===== config.mk =====
export PLATFORM = sky130hd
export DESIGN_NAME = iecl_ram
export DESIGN_NICKNAME = d
export VERILOG_FILES = /design/src/rtl/core/iecl_ram.sv
export SDC_FILE = /design/constraint.sdc
export NUM_CORES = 2
export LEC_CHECK = 0
export BUFFER_PORTS_ARGS = -buffer_cell sky130_fd_sc_hd__buf_2
export CAP_MARGIN = 25
export CORE_ASPECT_RATIO = 1.75
export CORE_MARGIN = 8
export CORE_UTILIZATION = 47
export CTS_CLUSTER_DIAMETER = 50
export CTS_CLUSTER_SIZE = 25
export DETAILED_ROUTE_END_ITERATION = 8
export PLACE_DENSITY = 0.63
export RECOVER_POWER = 25
export SYNTH_ARGS = -nofsm -noshare
export SYNTH_HDL_FRONTEND = slang
export SYNTH_SLANG_ARGS = --single-unit
export TNS_END_PERCENT = 100

===== constraint.sdc =====
create_clock -name clk -period 16 [get_ports clk]
set_input_delay 0.8 -clock clk [delete_from_list [all_inputs] [get_ports clk]]
set_output_delay 0.8 -clock clk [all_outputs]
set_load 0.005 [all_outputs]

===== src/rtl/core/iecl_ram.sv =====
// iecl_ram: generic single-write, single-read RAM with registered read data.
// No dependencies.
`timescale 1ns / 1ps
`default_nettype none

module iecl_ram #(
  parameter int unsigned WIDTH = 64,
  parameter int unsigned DEPTH = 64,
  localparam int unsigned AW   = (DEPTH > 1) ? $clog2(DEPTH) : 1
) (
  input  wire logic             clk,
  input  wire logic             we,
  input  wire logic [AW-1:0]    waddr,
  input  wire logic [WIDTH-1:0] wdata,
  input  wire logic [AW-1:0]    raddr,
  output logic      [WIDTH-1:0] rdata
);

  logic [WIDTH-1:0] mem [DEPTH];

  always_ff @(posedge clk) begin
    if (we) begin
      mem[waddr] <= wdata;
    end
    rdata <= mem[raddr];
  end

endmodule

`default_nettype wire


---- Word level (Yosys, flattened, before mapping) ----
Memories as Yosys holds them, arrays and structs flattened. A register that Yosys moved wholly into a read port is not among the register bits.
Cells that the tools add are included.
operators by class
  multiplexer cells ....................... 2
operators with widths
  cell    number
  $mux 1  2
storage, ports and cells
  register bits after elaboration ......... 0
  RAM bits ................................ 4096
  input bits .............................. 78
  output and inout port bits .............. 64
  memories ................................ 1
memory list
  memory  depth  width  rd ports  clocked after memory_dff  wr ports  RTL line  RTL
  mem     64     64     1         1                         1         19        logic [WIDTH-1:0] mem [DEPTH];

---- Depth between registers and ports, before layout ----
  depth in word-level cells ............... 2
  gate-level depth with buffers ........... 9

---- Worst setup path after synthesis ----
No wires, ideal clock.
  path type ............................... input to register
  start ................................... in waddr[3]
  end ..................................... mem mem[48][0] (enable)
  data arrival time ....................... 5.672 ns
  required time ........................... 15.436 ns
  slack ................................... 9.764 ns
  stages .................................. 4
  buffers on the path ..................... 1
  cell sequence ........................... clkbuf_1 -> nor2b_1 -> nand4b_1 -> nor3_1
RTL lines
  item                RTL line  RTL
  start: declaration  13        input wire logic [AW-1:0] waddr,
  end: declaration    19
Straight into the memory's write port.

==> impl_metrics.env <==
export IMPL_outcome="complete, but fails checks"
export IMPL_failed_checks="max-capacitance violations, max-slew violations"
export IMPL_cts_root_buf="clkbuf_16"
export IMPL_worstSkewPairLatency_ns=0.94
export IMPL_path_clk_slew_ns=0.10
export IMPL_hold_violations=0
export IMPL_final_antenna_net_count=0
export IMPL_power_switching_share_pct=21.61
export IMPL_worst_pin_slew_ns=2.724
export IMPL_dr_pass1_iters=5
export IMPL_maxCapViolations=34
export IMPL_fillers=25455
export IMPL_netSwitchingPower_w=0.004223
export IMPL_min_period_over_period_pct=28.86
export IMPL_antenna_found_initial=39
export IMPL_grt_pass1_wl_microns=604000
export IMPL_post_cts_setup_buffers=0
export IMPL_cts_buffer_depth=4
export IMPL_crit_required_ns=16.81
export IMPL_wl_microns=437600
export IMPL_hold_class="input port to flip-flop"
export IMPL_whs_ns=0.1218
export IMPL_power_leakage_nw=51.76
export IMPL_powerDensity_mw_per_mm2=114.6
export IMPL_cp_max_fo=86
export IMPL_totalPowerFinal_w=0.01954
export IMPL_setup_slack_ns=11.38
export IMPL_port_buffers=141
export IMPL_syn_cell_area_sq_mm=0.1563
export IMPL_areaGrowthSynthToFinish_pct=9.049
export IMPL_synth_fp_nets=6676
export IMPL_max_slew_margin_rel_pct=-81.59
export IMPL_hpwl_microns=241500
export IMPL_ys_ff_latch=4160
export IMPL_synth_enable_flop_cells=4096
export IMPL_core_area_sq_mm=0.3318
export IMPL_hold_buffers=0
export IMPL_synth_most_common_cell="edfxtp_1"
export IMPL_vias=74234
export IMPL_fin_tns_setup_ns=0
export IMPL_drtIter0Drc=9983
export IMPL_rsz0062_at_grt="no"
export IMPL_die_y_microns=779.0
export IMPL_combPwrFrac_pct=5.2
export IMPL_pwr_share_clk_pct=32.8
export IMPL_timing_fmax_mhz=216.5
export IMPL_track_usage_pct=24.40
export IMPL_fin_crit_ns=4.618
export IMPL_synth_flop_cell="edfxtp_1"
export IMPL_clock_skew_ns=0.05471
export IMPL_syn_avg_cell_area_sq_um=23.70
export IMPL_crit_type="input port to flip-flop"
export IMPL_clkSinkCount=4160
export IMPL_numCtsBuffers=216
export IMPL_htree_num_levels=4
export IMPL_drive_gt1_share_pct=25.43
export IMPL_crit_path_end_kind="flip-flop"
export IMPL_setup_viol=0
export IMPL_r2r_slack_ns=13.83
export IMPL_synth_top_area_share_pct=78.67
export IMPL_start_kind="input port"
export IMPL_ys_types=33
export IMPL_ys_top_cells_by_area="edfxtp_1 79%, mux4_2 15%, mux2i_1 0.86%"
export IMPL_grt_overflow_total=0
export IMPL_die_x_microns=452.0
export IMPL_post_drt_wl_per_cell_microns=38.39
export IMPL_yosys_area_top_type="edfxtp_1"
export IMPL_dp_cells=10964
export IMPL_p_int_w=0.01532
export IMPL_place_congestion=0.7958
export IMPL_dp_slack_ns=10.27
export IMPL_syn_inst=6598
export IMPL_cts_resized=0
export IMPL_io_pins=142
export IMPL_route_detailed_drc=0
export IMPL_slew_viol_final=2084
export IMPL_synthArstFlopShare_pct=0
export IMPL_arrival_ns=5.42
export IMPL_ir_drop_uv=91.34
export IMPL_seqPwrFrac_pct=62.0
export IMPL_nNetsFinal=6930
export IMPL_dieArea_sq_mm=0.3521
export IMPL_std_cell_rows=280
export IMPL_grt_max_degree=133
export IMPL_routed_via_density=6.513
export IMPL_initial_core_util_pct=47.13
export IMPL_ys_warn_count=0
export IMPL_netlist_top_cells_count="4096 x edfxtp_1, 1024 x mux4_2, 170 x buf_2, 168 x a22oi_1, 140 x clkbuf_1"
export IMPL_ys_seq_area_share_pct=79.49
export IMPL_grt_pass1_vias=75380
export IMPL_layout_cells_non_filler=11398
export IMPL_cts_tree="built"
## stage by stage
| step | cell area (sq um) | utilization, % |
|---|---|---|
| floorplan | 156300 | - |
| global placement | 163100 | 49.16 |
| detailed placement | 163200 | 49.19 |
| CTS | 170200 | 51.30 |
| global route | 170500 | 51.38 |
| finish | 170500 | 51.39 |
## power by group through the flow
stage	combinational [W]	sequential, W	clock [W]
global placement	0.000994	0.0124	0
CTS	0.00102	0.0121	0.00649
detailed placement	0.00101	0.0124	0
finish	0.00101	0.0121	0.00641
global route	0.00107	0.0121	0.00681
floorplan	0.000562	0.0123	0
## cell type report
cell class	count	area, sq um	area share [%]
antenna	13	32.53	0.01908
sequential	4160	124300	72.89
inverter	19	71.32	0.04183
timing repair buffer	406	2868	1.682
multi-input combinational	2049	30780	18.06
clock inverter	90	1227	0.7199
clock buffer	290	5764	3.381
tap	4371	5469	3.208
## metal layers
metal	vias up	wire length (microns)	track usage, %
met5	-	94	0
met4	14	20160	8.998
met3	849	33130	3.169
met2	3709	229300	43.58
met1	40869	154900	30.66
li1	28793	-	-
## sequential cells by signal (all words and copies together), names as in the netlist
signal,count
rdata,64
mem,4096
## critical path, cell delays in order
cell	delay, ns
buf_12	0.41
buf_4	0.59
buf_4	0.76
buf_4	0.67
buf_4	0.70
mux4_2	0.59
mux2i_1	0.17
o22ai_1	0.12
a41oi_1	0.31
a211oi_1	0.07
## cell usage in the layout (no fill, tap or decap), types with 54 or more instances in the layout
master,Yosys,final
a22oi_1,168,168
dfxtp_1,64,64
mux2i_1,135,135
clkbuf_1,140,129
a211oi_1,63,63
and3_1,64,64
o22ai_1,83,83
nor2_4,0,65
clkbuf_16,0,217
mux4_2,1024,1024
a22o_1,88,88
edfxtp_1,4096,4096
buf_4,34,210
nand2_1,58,54
buf_2,170,110
## final timing paths
path	from	endpoint	cells after the start
worst max-delay path	raddr[0]	rdata[27]	10
worst min-delay path	wdata[37]	mem[48][37]	1
worst max register to register	mem[51][4]	rdata[4]	5
worst min register to register	mem[47][10]	rdata[10]	4
## logic make-up after synthesis
group | share of synthesized area [%]
compound gates | 2.477
buf+inv | 1.180
mux | 15.61
simple gates | 1.240
flops | 79.49
No activity file was read; power rests on OpenSTA's default activity.
