--- src/rtl/core/iecl_pkg.sv ---
// iecl_pkg: types and constants shared by the ICMP echo per-slot limiter.
// No dependencies.
`timescale 1ns / 1ps
`default_nettype none

package iecl_pkg;

  localparam int unsigned SLOT_COUNT_DEF  = 64;
  localparam int unsigned SLOT_COUNT_MAX  = 1024;
  localparam int unsigned SLOT_W          = 6;
  localparam int unsigned CNT_W           = 64;
  localparam int unsigned THR_W           = 32;
  localparam int unsigned OFF_W           = 6;

  localparam logic [THR_W-1:0] THRESHOLD_RESET = 32'd100;

  localparam logic [OFF_W-1:0] MIN_FRAME_LEN  = 6'd42;
  localparam logic [OFF_W-1:0] POS_ETYPE_HI   = 6'd12;
  localparam logic [OFF_W-1:0] POS_ETYPE_LO   = 6'd13;
  localparam logic [OFF_W-1:0] POS_PROTO      = 6'd23;
  localparam logic [OFF_W-1:0] POS_ICMP_TYPE  = 6'd34;

  localparam logic [15:0] ETHERTYPE_IPV4 = 16'h0800;
  localparam logic [7:0]  PROTO_ICMP     = 8'd1;
  localparam logic [7:0]  ICMP_ECHO_REQ  = 8'd8;

  typedef struct packed {
    logic [7:0]        frame_byte;
    logic              frame_last;
    logic [SLOT_W-1:0] slot_id;
  } in_item_t;

  typedef struct packed {
    logic             drop;
    logic             counted;
    logic [CNT_W-1:0] count_after;
  } out_item_t;

  // Parser verdict for the byte accepted this cycle.
  typedef struct packed {
    logic last;
    logic match;
  } parse_t;

endpackage

`default_nettype wire

--- src/rtl/core/iecl_parse.sv ---
// iecl_parse: per-frame header capture (ethertype, IP protocol, ICMP type).
// Depends on iecl_pkg.
`timescale 1ns / 1ps
`default_nettype none

module iecl_parse (
  input  wire logic              clk,
  input  wire logic              rst_n,
  input  wire logic              accept,
  input  wire iecl_pkg::in_item_t item,
  output iecl_pkg::parse_t        verdict
);

  logic [iecl_pkg::OFF_W-1:0] off_r, off_nxt;
  logic [15:0]                etype_r, etype_nxt;
  logic [7:0]                 proto_r, proto_nxt;
  logic [7:0]                 itype_r, itype_nxt;

  always_comb begin
    etype_nxt = etype_r;
    proto_nxt = proto_r;
    itype_nxt = itype_r;
    if (off_r == iecl_pkg::POS_ETYPE_HI) begin
      etype_nxt = {item.frame_byte, 8'h00};
    end else if (off_r == iecl_pkg::POS_ETYPE_LO) begin
      etype_nxt = {etype_r[15:8], item.frame_byte};
    end else if (off_r == iecl_pkg::POS_PROTO) begin
      proto_nxt = item.frame_byte;
    end else if (off_r == iecl_pkg::POS_ICMP_TYPE) begin
      itype_nxt = item.frame_byte;
    end
    // length counter saturates once the minimum frame length is reached
    off_nxt = (off_r < iecl_pkg::MIN_FRAME_LEN) ? off_r + 1'b1 : off_r;
  end

  assign verdict.last  = item.frame_last;
  assign verdict.match = (off_nxt >= iecl_pkg::MIN_FRAME_LEN) &&
                         (etype_nxt == iecl_pkg::ETHERTYPE_IPV4) &&
                         (proto_nxt == iecl_pkg::PROTO_ICMP) &&
                         (itype_nxt == iecl_pkg::ICMP_ECHO_REQ);

  always_ff @(posedge clk) begin
    if (!rst_n) begin
      off_r   <= '0;
      etype_r <= '0;
      proto_r <= '0;
      itype_r <= '0;
    end else if (accept) begin
      if (item.frame_last) begin
        off_r   <= '0;
        etype_r <= '0;
        proto_r <= '0;
        itype_r <= '0;
      end else begin
        off_r   <= off_nxt;
        etype_r <= etype_nxt;
        proto_r <= proto_nxt;
        itype_r <= itype_nxt;
      end
    end
  end

endmodule

`default_nettype wire

--- config.mk ---
export PLATFORM = sky130hd
export DESIGN_NAME = iecl_parse
export DESIGN_NICKNAME = d
export VERILOG_FILES = /design/src/rtl/core/iecl_pkg.sv /design/src/rtl/core/iecl_parse.sv
export SDC_FILE = /design/constraint.sdc
export NUM_CORES = 1
export LEC_CHECK = 0
export BUFFER_PORTS_ARGS = -buffer_cell sky130_fd_sc_hd__buf_2
export CAP_MARGIN = 0
export CORE_MARGIN = 2
export CORE_UTILIZATION = 30
export DETAILED_ROUTE_END_ITERATION = 12
export PLACE_DENSITY_LB_ADDON = 0.12
export SETUP_SLACK_MARGIN = 0.02
export SKIP_CTS_REPAIR_TIMING = 1
export SYNTH_ARGS = -nofsm -noshare
export SYNTH_HDL_FRONTEND = slang
export SYNTH_SLANG_ARGS = --single-unit
--- constraint.sdc ---
create_clock -name clk -period 1.99 [get_ports clk]
set_input_delay 0.398 -clock clk [delete_from_list [all_inputs] [get_ports clk]]
set_output_delay 0.398 -clock clk [all_outputs]
set_load 0.05 [all_outputs]
# ---- Word-level counts from Yosys, hierarchy flattened
# Cells that the tools add are included.
dict set report word_totals {
  regBits 38
  inputBits 18
  output_inout_bits 2
  elab_cells 31
}
dict set report classes {
  addsub 1
  order_cmp 2
  n_eq_ne 7
  n_mux 14
  n_reduce_logical 3
}
# op n
set ops {}
lappend ops {{two-way mux 8 bit} 10}
lappend ops {{two-way mux 16 bit} 2}
lappend ops {{== test 16 x 12 -> 1 bit, second input constant} 1}
lappend ops {{== test 6 x 4 -> 1 bit, second input constant} 2}
lappend ops {{two-way mux 6 bit} 2}
lappend ops {{== test 8 x 1 -> 1 bit, second input constant} 1}
lappend ops {{== test 8 x 4 -> 1 bit, second input constant} 1}
lappend ops {{adder 6 x 1 -> 6 bit, second input constant} 1}
lappend ops {{== test 6 x 5 -> 1 bit, second input constant} 1}
lappend ops {{== test 6 bit, second input constant} 1}
lappend ops {{greater-or-equal comparator 6 bit, second input constant} 1}
lappend ops {{< comparator 6 bit, second input constant} 1}
lappend ops {{logical AND 1 bit} 3}

# ---- Logic depth before layout (Yosys ltp)
# Gate-level depths: netlist of run 1.
dict set report logic_depth {
  word_depth 7
  depth_mapped 7
  mapped_depth_nobuf 7
}

# ---- Worst setup path after synthesis of run 1
# Ideal clock, no wire load.
dict set report synth_timing {
  kind {reg-to-output}
  start {register off_r[1] in the netlist's numbering}
  end {output port verdict[0] in the netlist's numbering}
  t_arrival_ns 2.546
  required_ns 1.592
  setup_slack_ns -0.954
  path_stages_with_launch 7
  path_buffers 0
  path_cell_list {dfxtp_1 ha_1 nand3b_4 nor3b_4 mux2i_1 nand4_1 a311oi_1}
}
# element line
set synth_lines {}
lappend synth_lines {{start: declaration} iecl_parse.sv:14} ;# logic [iecl_pkg::OFF_W-1:0] off_r, off_nxt;
lappend synth_lines {{start signal: assignment} iecl_parse.sv:55} ;# off_r <= off_nxt;
lappend synth_lines {{end: declaration} iecl_parse.sv:11} ;# output iecl_pkg::parse_t verdict

==> results of run 1 <==
[sequential cells by signal, summed over array words and instances, names as in the netlist]
signal	count
etype_r	16
off_r	6
itype_r	8
proto_r	8
[routing by layer]
layer / part of all wire (%) / wire (um) / GRT usage, %
met5: 0 / 0 / 0
met3: 2.1 / 108 / 3.34
met4: 0.31 / 16 / 2.45
met2: 43 / 2230 / 22.0
met1: 55 / 2830 / 21.8
[path summary, 6_finish.rpt]
check / endpoint / cells after the start / slack, ps
worst max register to register: etype_r[0] / 7 / 310
worst min-delay path: itype_r[3] / 3 / 490
worst max-delay path: verdict[0] / 7 / -460
worst min register to register: proto_r[5] / 2 / 530
[area by class of cell]
type,instances,area share [%]
clock buffers,6,3.41
clock inverters,1,1.24
inverters,6,0.929
multi-input cells,149,44.9
flip-flops and latches,38,31.7
well taps,77,3.97
repair buffers,48,13.8
[critical path: stages, from the launching register on]
cell      delay [ps]
dfxtp_4          390
inv_1             70
ha_1             220
nand4b_1         160
mux2i_1          260
nand4_1          190
a311oi_4         280
buf_6            200
[power groups by stage]
stage	combinational, W	sequential, W	clock (W)
3_5_place_dp	0.000123	0.000781	0
3_3_place_gp	0.000125	0.000780	0
5_1_grt	0.000133	0.000763	0.000726
6_report	0.000124	0.000763	0.000681
2_1_floorplan	0.0000598	0.000780	0
4_1_cts	0.000124	0.000763	0.000696
[synth_stat cells, types with 2 or more instances]
library cell / instances / area share, %
and2_1: 5 / 1.6
a31oi_1: 3 / 0.96
nor2_2: 2 / 0.64
o21ai_2: 2 / 0.90
buf_6: 5 / 2.9
ha_1: 4 / 2.6
mux2i_1: 2 / 1.0
nor4b_1: 2 / 0.90
inv_1: 6 / 1.2
nand4b_1: 5 / 2.2
a21o_1: 4 / 1.5
nor4_1: 4 / 1.3
nor3_1: 3 / 0.77
o21a_1: 2 / 0.77
a21oi_1: 7 / 1.8
nor2_1: 5 / 0.96
nor2b_1: 34 / 11
o22ai_1: 2 / 0.64
and3_1: 2 / 0.64
dfxtp_1: 38 / 39
nand2b_1: 2 / 0.64
a22oi_1: 32 / 12
clkbuf_1: 5 / 0.96
a21boi_0: 2 / 0.77
nor3b_1: 2 / 0.77
nand3_1: 2 / 0.51
o21ai_0: 2 / 0.51
buf_4: 4 / 1.5
nand2_1: 4 / 0.77
[kinds of logic (layout without fill, tap and decap cells)]
kind of cell,count (synthesis),after routing
compound gates,61,61
xor+xnor,2,2
fa+ha+maj,4,4
buf+inv,21,61
flops,38,38
mux,2,2
simple gates,80,80
[stage by stage]
stage	utilization, %	cells
detailed placement	36.5	318
CTS	38.2	325
global placement	36.5	318
finish	38.4	325
global route	38.4	325
floorplan	-	208
==> impl_metrics.ini, run 1 <==
[status]
run_status = finished with violations
violations = negative setup slack

[sta]
timing_max_transition_violations_final = 0
finalCriticalPeriod_ps = 2450
hold_violations = 0
timing.max_slew.rel_slack_pct = 63.8
hold-worst-slack_ps = 487
setup_repair_after_global_routing_missed_its_margin = true
fmaxAchievable_mhz = 408
final_min_period_over_clock_period_pct = 123
finClkSkew_ps = 13.1
final.setup.tns_ps = -458
setup_viol = 1
postLayoutSetupSlackWorst_ps = -458
max_slew.worst_pin.slew_ps = 543

[power]
p_sw_w = 0.000355
cellPowerDensity_nw_per_um2 = 646
vdd_drop_max_mv = 0.349
power.clock.fraction_pct = 43.4
cellLeakagePower_nw = 0.912
power_frac_comb_pct = 7.9
power.sequential.fraction_pct = 48.7
internal-power_w = 0.00121
total_power_w = 0.00157
power.share.switching_pct = 22.6

[finish]
synthesis_to_finish_area_growth_pct = 24.3
num-fill-cells = 675
area.sequential_sq_um = 769
multi_input_area_sq_um = 1090
layout-drive-gt1-share_pct = 27.8
final_cell_area_sq_um = 2420
layout_common_cells = dfxtp_1, buf_4, nor2b_1
antennaDiodeCount = 0
design.final.nets = 270

[logic_synthesis]
synth_nets = 230
synthCells = 208
muxShareOfSynthArea_pct = 1.03
synth-async-reset-ratio_pct = 0
ys_ff_latch = 38
synth_top_family_by_area = simple AND/OR/NAND/NOR gates
synth-compound-area-share_pct = 22.1
synth-main-ff-cell = dfxtp_1
seq_area_frac_synth_pct = 39.0
synthesis.area_sq_um = 1950
synth_edf_count = 0
synth.distinct_cells = 45
synthesis.area_per_instance_sq_um = 9.38
yosys.area_share.adder_pct = 2.57
yosys.area_share.xor_xnor_pct = 0.898
ys.warnings.count = 0
synth_simple_gate_area_share_pct = 27.6

[clocking]
clk-insertion-delay-late_ps = 290
path_clk_slew_ps = 80
clock_path_buffers = 2
clock-root-buffer = clkbuf_8
tritoncts_num_sinks = 38
tritoncts.num_buffers = 5
tritoncts = built
h_tree_depth = 2

[routing]
wl_per_cell_um = 15.9
drt_drc_violations_left = 0
drt-vias-per-instance = 4.93
final_antenna_net_count = 0
dr_iter_0_viols = 113
totalWireLength_um = 5180
route.vias.total = 1602
drt_pre_antenna_iters = 4

[global_route]
globalRoute.totalOverflow = 0
grt_usage_pct = 14.7
via_count_of_the_first_global_routing_pass = 1585
grt_pass1_wl_um = 8180
maximum_number_of_pins_on_one_net_before_global_route_repair = 39
initial_antenna_violation_count = 0

[floorplan]
num_io_pins = 20
die_height_um = 84.6
effective_utilization_at_floorplan_pct = 30.9
die_x_um = 84.6
row_count = 29
core_sq_um = 6310
die_area_sq_um = 7160

[min_path]
tightest_hold_check_type = primary input to flip-flop
hp-start = item[10]

[placed_design]
port_buffers = 13
dpl.hpwl_um = 3740
preCtsSetupSlack_ps = -331
place_congestion = 0.811
area_after_dpl_sq_um = 2300

[critical_path]
crit-reg2reg-launch = off_r[2]
path_class = flip-flop to output port
crit_required_ps = 1590
timing.critical_path.arrival_ps = 2050
crit_fanout = 4
critical_path.endpoint_type = output port
cp-startpoint = off_r[0]
setup.worst_path.start_class = flip-flop

[job]
maxCapViolCount = 0
Power figures use the tool's default switching activity.
==> inputs of run 2 (changes only) <==
CORE_UTILIZATION = 58   (was 30)
SETUP_SLACK_MARGIN = 0.15   (was 0.02)
SKIP_CTS_REPAIR_TIMING = not set   (was 1)
==> run 2 against run 1 <==
Effect of this change:
- the run still ends with negative setup slack left
- sequential power about the same
- clock skew decreased by 4.7 ps
- register-to-register slack got worse by 20 ps
- clock power decreased by 3%
- core utilization increased by 34 points
- critical endpoint unchanged
- largest cell class unchanged
==> impl_metrics.ini, run 2 (synthesized netlist as in run 1, its figures left out) <==
[finish]
layout-drive-gt1-share_pct = 28.9
final_cell_area_sq_um = 2390
layout_common_cells = dfxtp_1, buf_4, nor2b_1
num-fill-cells = 260
largest_register_ffs = 16
largest-register = etype_r
finish.utilization_pct = 72.8
design.final.nets = 270
layout_top_registers = etype_r x16, itype_r x8, proto_r x8
most_common_library_cell_in_the_layout_ignoring_fill_and_taps = dfxtp_1
antennaDiodeCount = 0
synthesis_to_finish_area_growth_pct = 22.5

[sta]
fmaxAchievable_mhz = 400
max_slew.worst_pin.slew_ps = 459
setup_viol = 1
finalCriticalPeriod_ps = 2500
hold_violations = 0
final_min_period_over_clock_period_pct = 126
timing.max_slew.rel_slack_pct = 69.1
finClkSkew_ps = 8.40
timing_max_transition_violations_final = 0
setup_repair_after_global_routing_missed_its_margin = true
final.setup.tns_ps = -512
postLayoutSetupSlackWorst_ps = -512

[critical_path]
setup.worst_path.start_class = flip-flop
regToRegEndpoint = etype_r[1]
crit-reg2reg-launch = off_r[2]
path_class = flip-flop to output port
crit_fanout = 4
ff2ff_setup_slack_ps = 290
crit_slowest_cell = dfxtp_4
critical_path.endpoint_type = output port
cp_slowest_stage_delay_ps = 390
timing.critical_path.max_delay_family = simple AND/OR/NAND/NOR gates
crit_buf_inv = 1
timing.critical_path.arrival_ps = 2100
crit_cells = 7
worstRegToRegCells = 7
timing.critical_path.cells = ha_4, nand3b_4, nor3b_4, mux2i_1, nand4_1, a311oi_4, buf_6
crit_required_ps = 1590

[status]
violations = negative setup slack
run_status = finished with violations

[routing]
drt_drc_violations_left = 0
drt-vias-per-instance = 5.86
dr_iter_0_viols = 104
totalWireLength_um = 4940
wl_per_cell_um = 16.7
route.vias.total = 1729
drt_pre_antenna_iters = 5
final_antenna_net_count = 0

[clocking]
clk-insertion-delay-late_ps = 350
path_clk_slew_ps = 120
clock_path_buffers = 2
tritoncts_num_sinks = 38
tritoncts.num_buffers = 5
cts_hold_buffers = 0
tritoncts = built
clock-root-buffer = clkbuf_4
h_tree_depth = 2

[global_route]
maximum_number_of_pins_on_one_net_before_global_route_repair = 39
grt_pass1_wl_um = 7430
grt_usage_pct = 27.1
via_count_of_the_first_global_routing_pass = 1608
globalRoute.totalOverflow = 0
initial_antenna_violation_count = 0

[placed_design]
area_after_dpl_sq_um = 2260
dpl.hpwl_um = 3660
preCtsSetupSlack_ps = -339
place_congestion = 0.954
port_buffers = 13

[floorplan]
die_area_sq_um = 3840
num_io_pins = 20
core_sq_um = 3280
die_height_um = 62.0
row_count = 21
die_x_um = 62.0
effective_utilization_at_floorplan_pct = 59.4

[power]
cellPowerDensity_nw_per_um2 = 646
vdd_drop_max_mv = 0.667
cellLeakagePower_nw = 0.910
total_power_w = 0.00154

[min_path]
hold-path-cell-count = 4
tightest_hold_check_type = primary input to flip-flop
min_to = etype_r[7]
hp-start = item[14]

[job]
maxCapViolCount = 0
[run 2: cell count changes in the layout (fill, tap and decap cells not counted), sizes merged]
cell    previous run  this run
bufinv             1         2
clkbuf             6         5
clkinv             0         1
[run 2: area by class of cell]
cell class	count	area [sq um]	share of cell area (%)
Clock buffer	5	37.5	1.57
Sequential cell	38	768	32.1
Inverter	6	22.5	0.942
Multi-Input combinational cell	149	1100	46.1
Timing Repair Buffer	48	334	14.0
Clock inverter	3	68.8	2.88
Tap cell	46	57.6	2.41
[run 2: what timing repair did]
item | in CTS | in global routing
setup buffers | 0 | 0
pin swaps | 2 | 0
setup endpoints to repair | 1 | 2
resized for setup | 4 | 2
[run 2: how the worst max path moves through the flow]
stage | start | endpoint | slack (ps)
2_1_floorplan | off_r[0] | verdict[0] | -210
6_report | off_r[0] | verdict[0] | -510
3_5_place_dp | item[12] | verdict[0] | -340
5_1_grt | off_r[0] | verdict[0] | -570
3_3_place_gp | item[12] | verdict[0] | -260
4_1_cts | off_r[0] | verdict[0] | -510
[run 2: where the power goes]
| part | leakage (nW) | switching [W] | internal, W | total [W] |
|---|---|---|---|---|
| registers | 0.308 | 0.00000234 | 0.000760 | 0.000763 |
| logic | 0.547 | 0.0000708 | 0.0000495 | 0.000120 |
| clock network | 0.0554 | 0.000269 | 0.000393 | 0.000662 |
| total | 0.910 | 0.000342 | 0.00120 | 0.00154 |
[run 2: stage by stage]
step | hold slack [ps] | cells
final | 470 | 295
after global routing | 474 | 295
after CTS | 454 | 295
after detailed placement | 524 | 287
after global placement | 507 | 287
after floorplan | 490 | 208
[run 2: layer usage]
| metal | track usage (%) | share of wire [%] | routed length (um) | up-vias |
|---|---|---|---|---|
| li1 | - | - | - | 835 |
| met1 | 34.9 | 42 | 2090 | 826 |
| met2 | 44.8 | 50 | 2480 | 59 |
| met3 | 5.80 | 6.1 | 303 | 9 |
| met4 | 9.42 | 1.4 | 68 | 0 |
| met5 | 0 | 0 | 0 | - |
[run 2: worst reg2reg max path, cell delays in order (launching register included)]
cell and delay (ps):
dfxtp_1 480, and4bb_4 280, buf_4 120, o21ai_2 50
buf_4 120, a21o_1 250, a22oi_1 230, nor2b_1 60
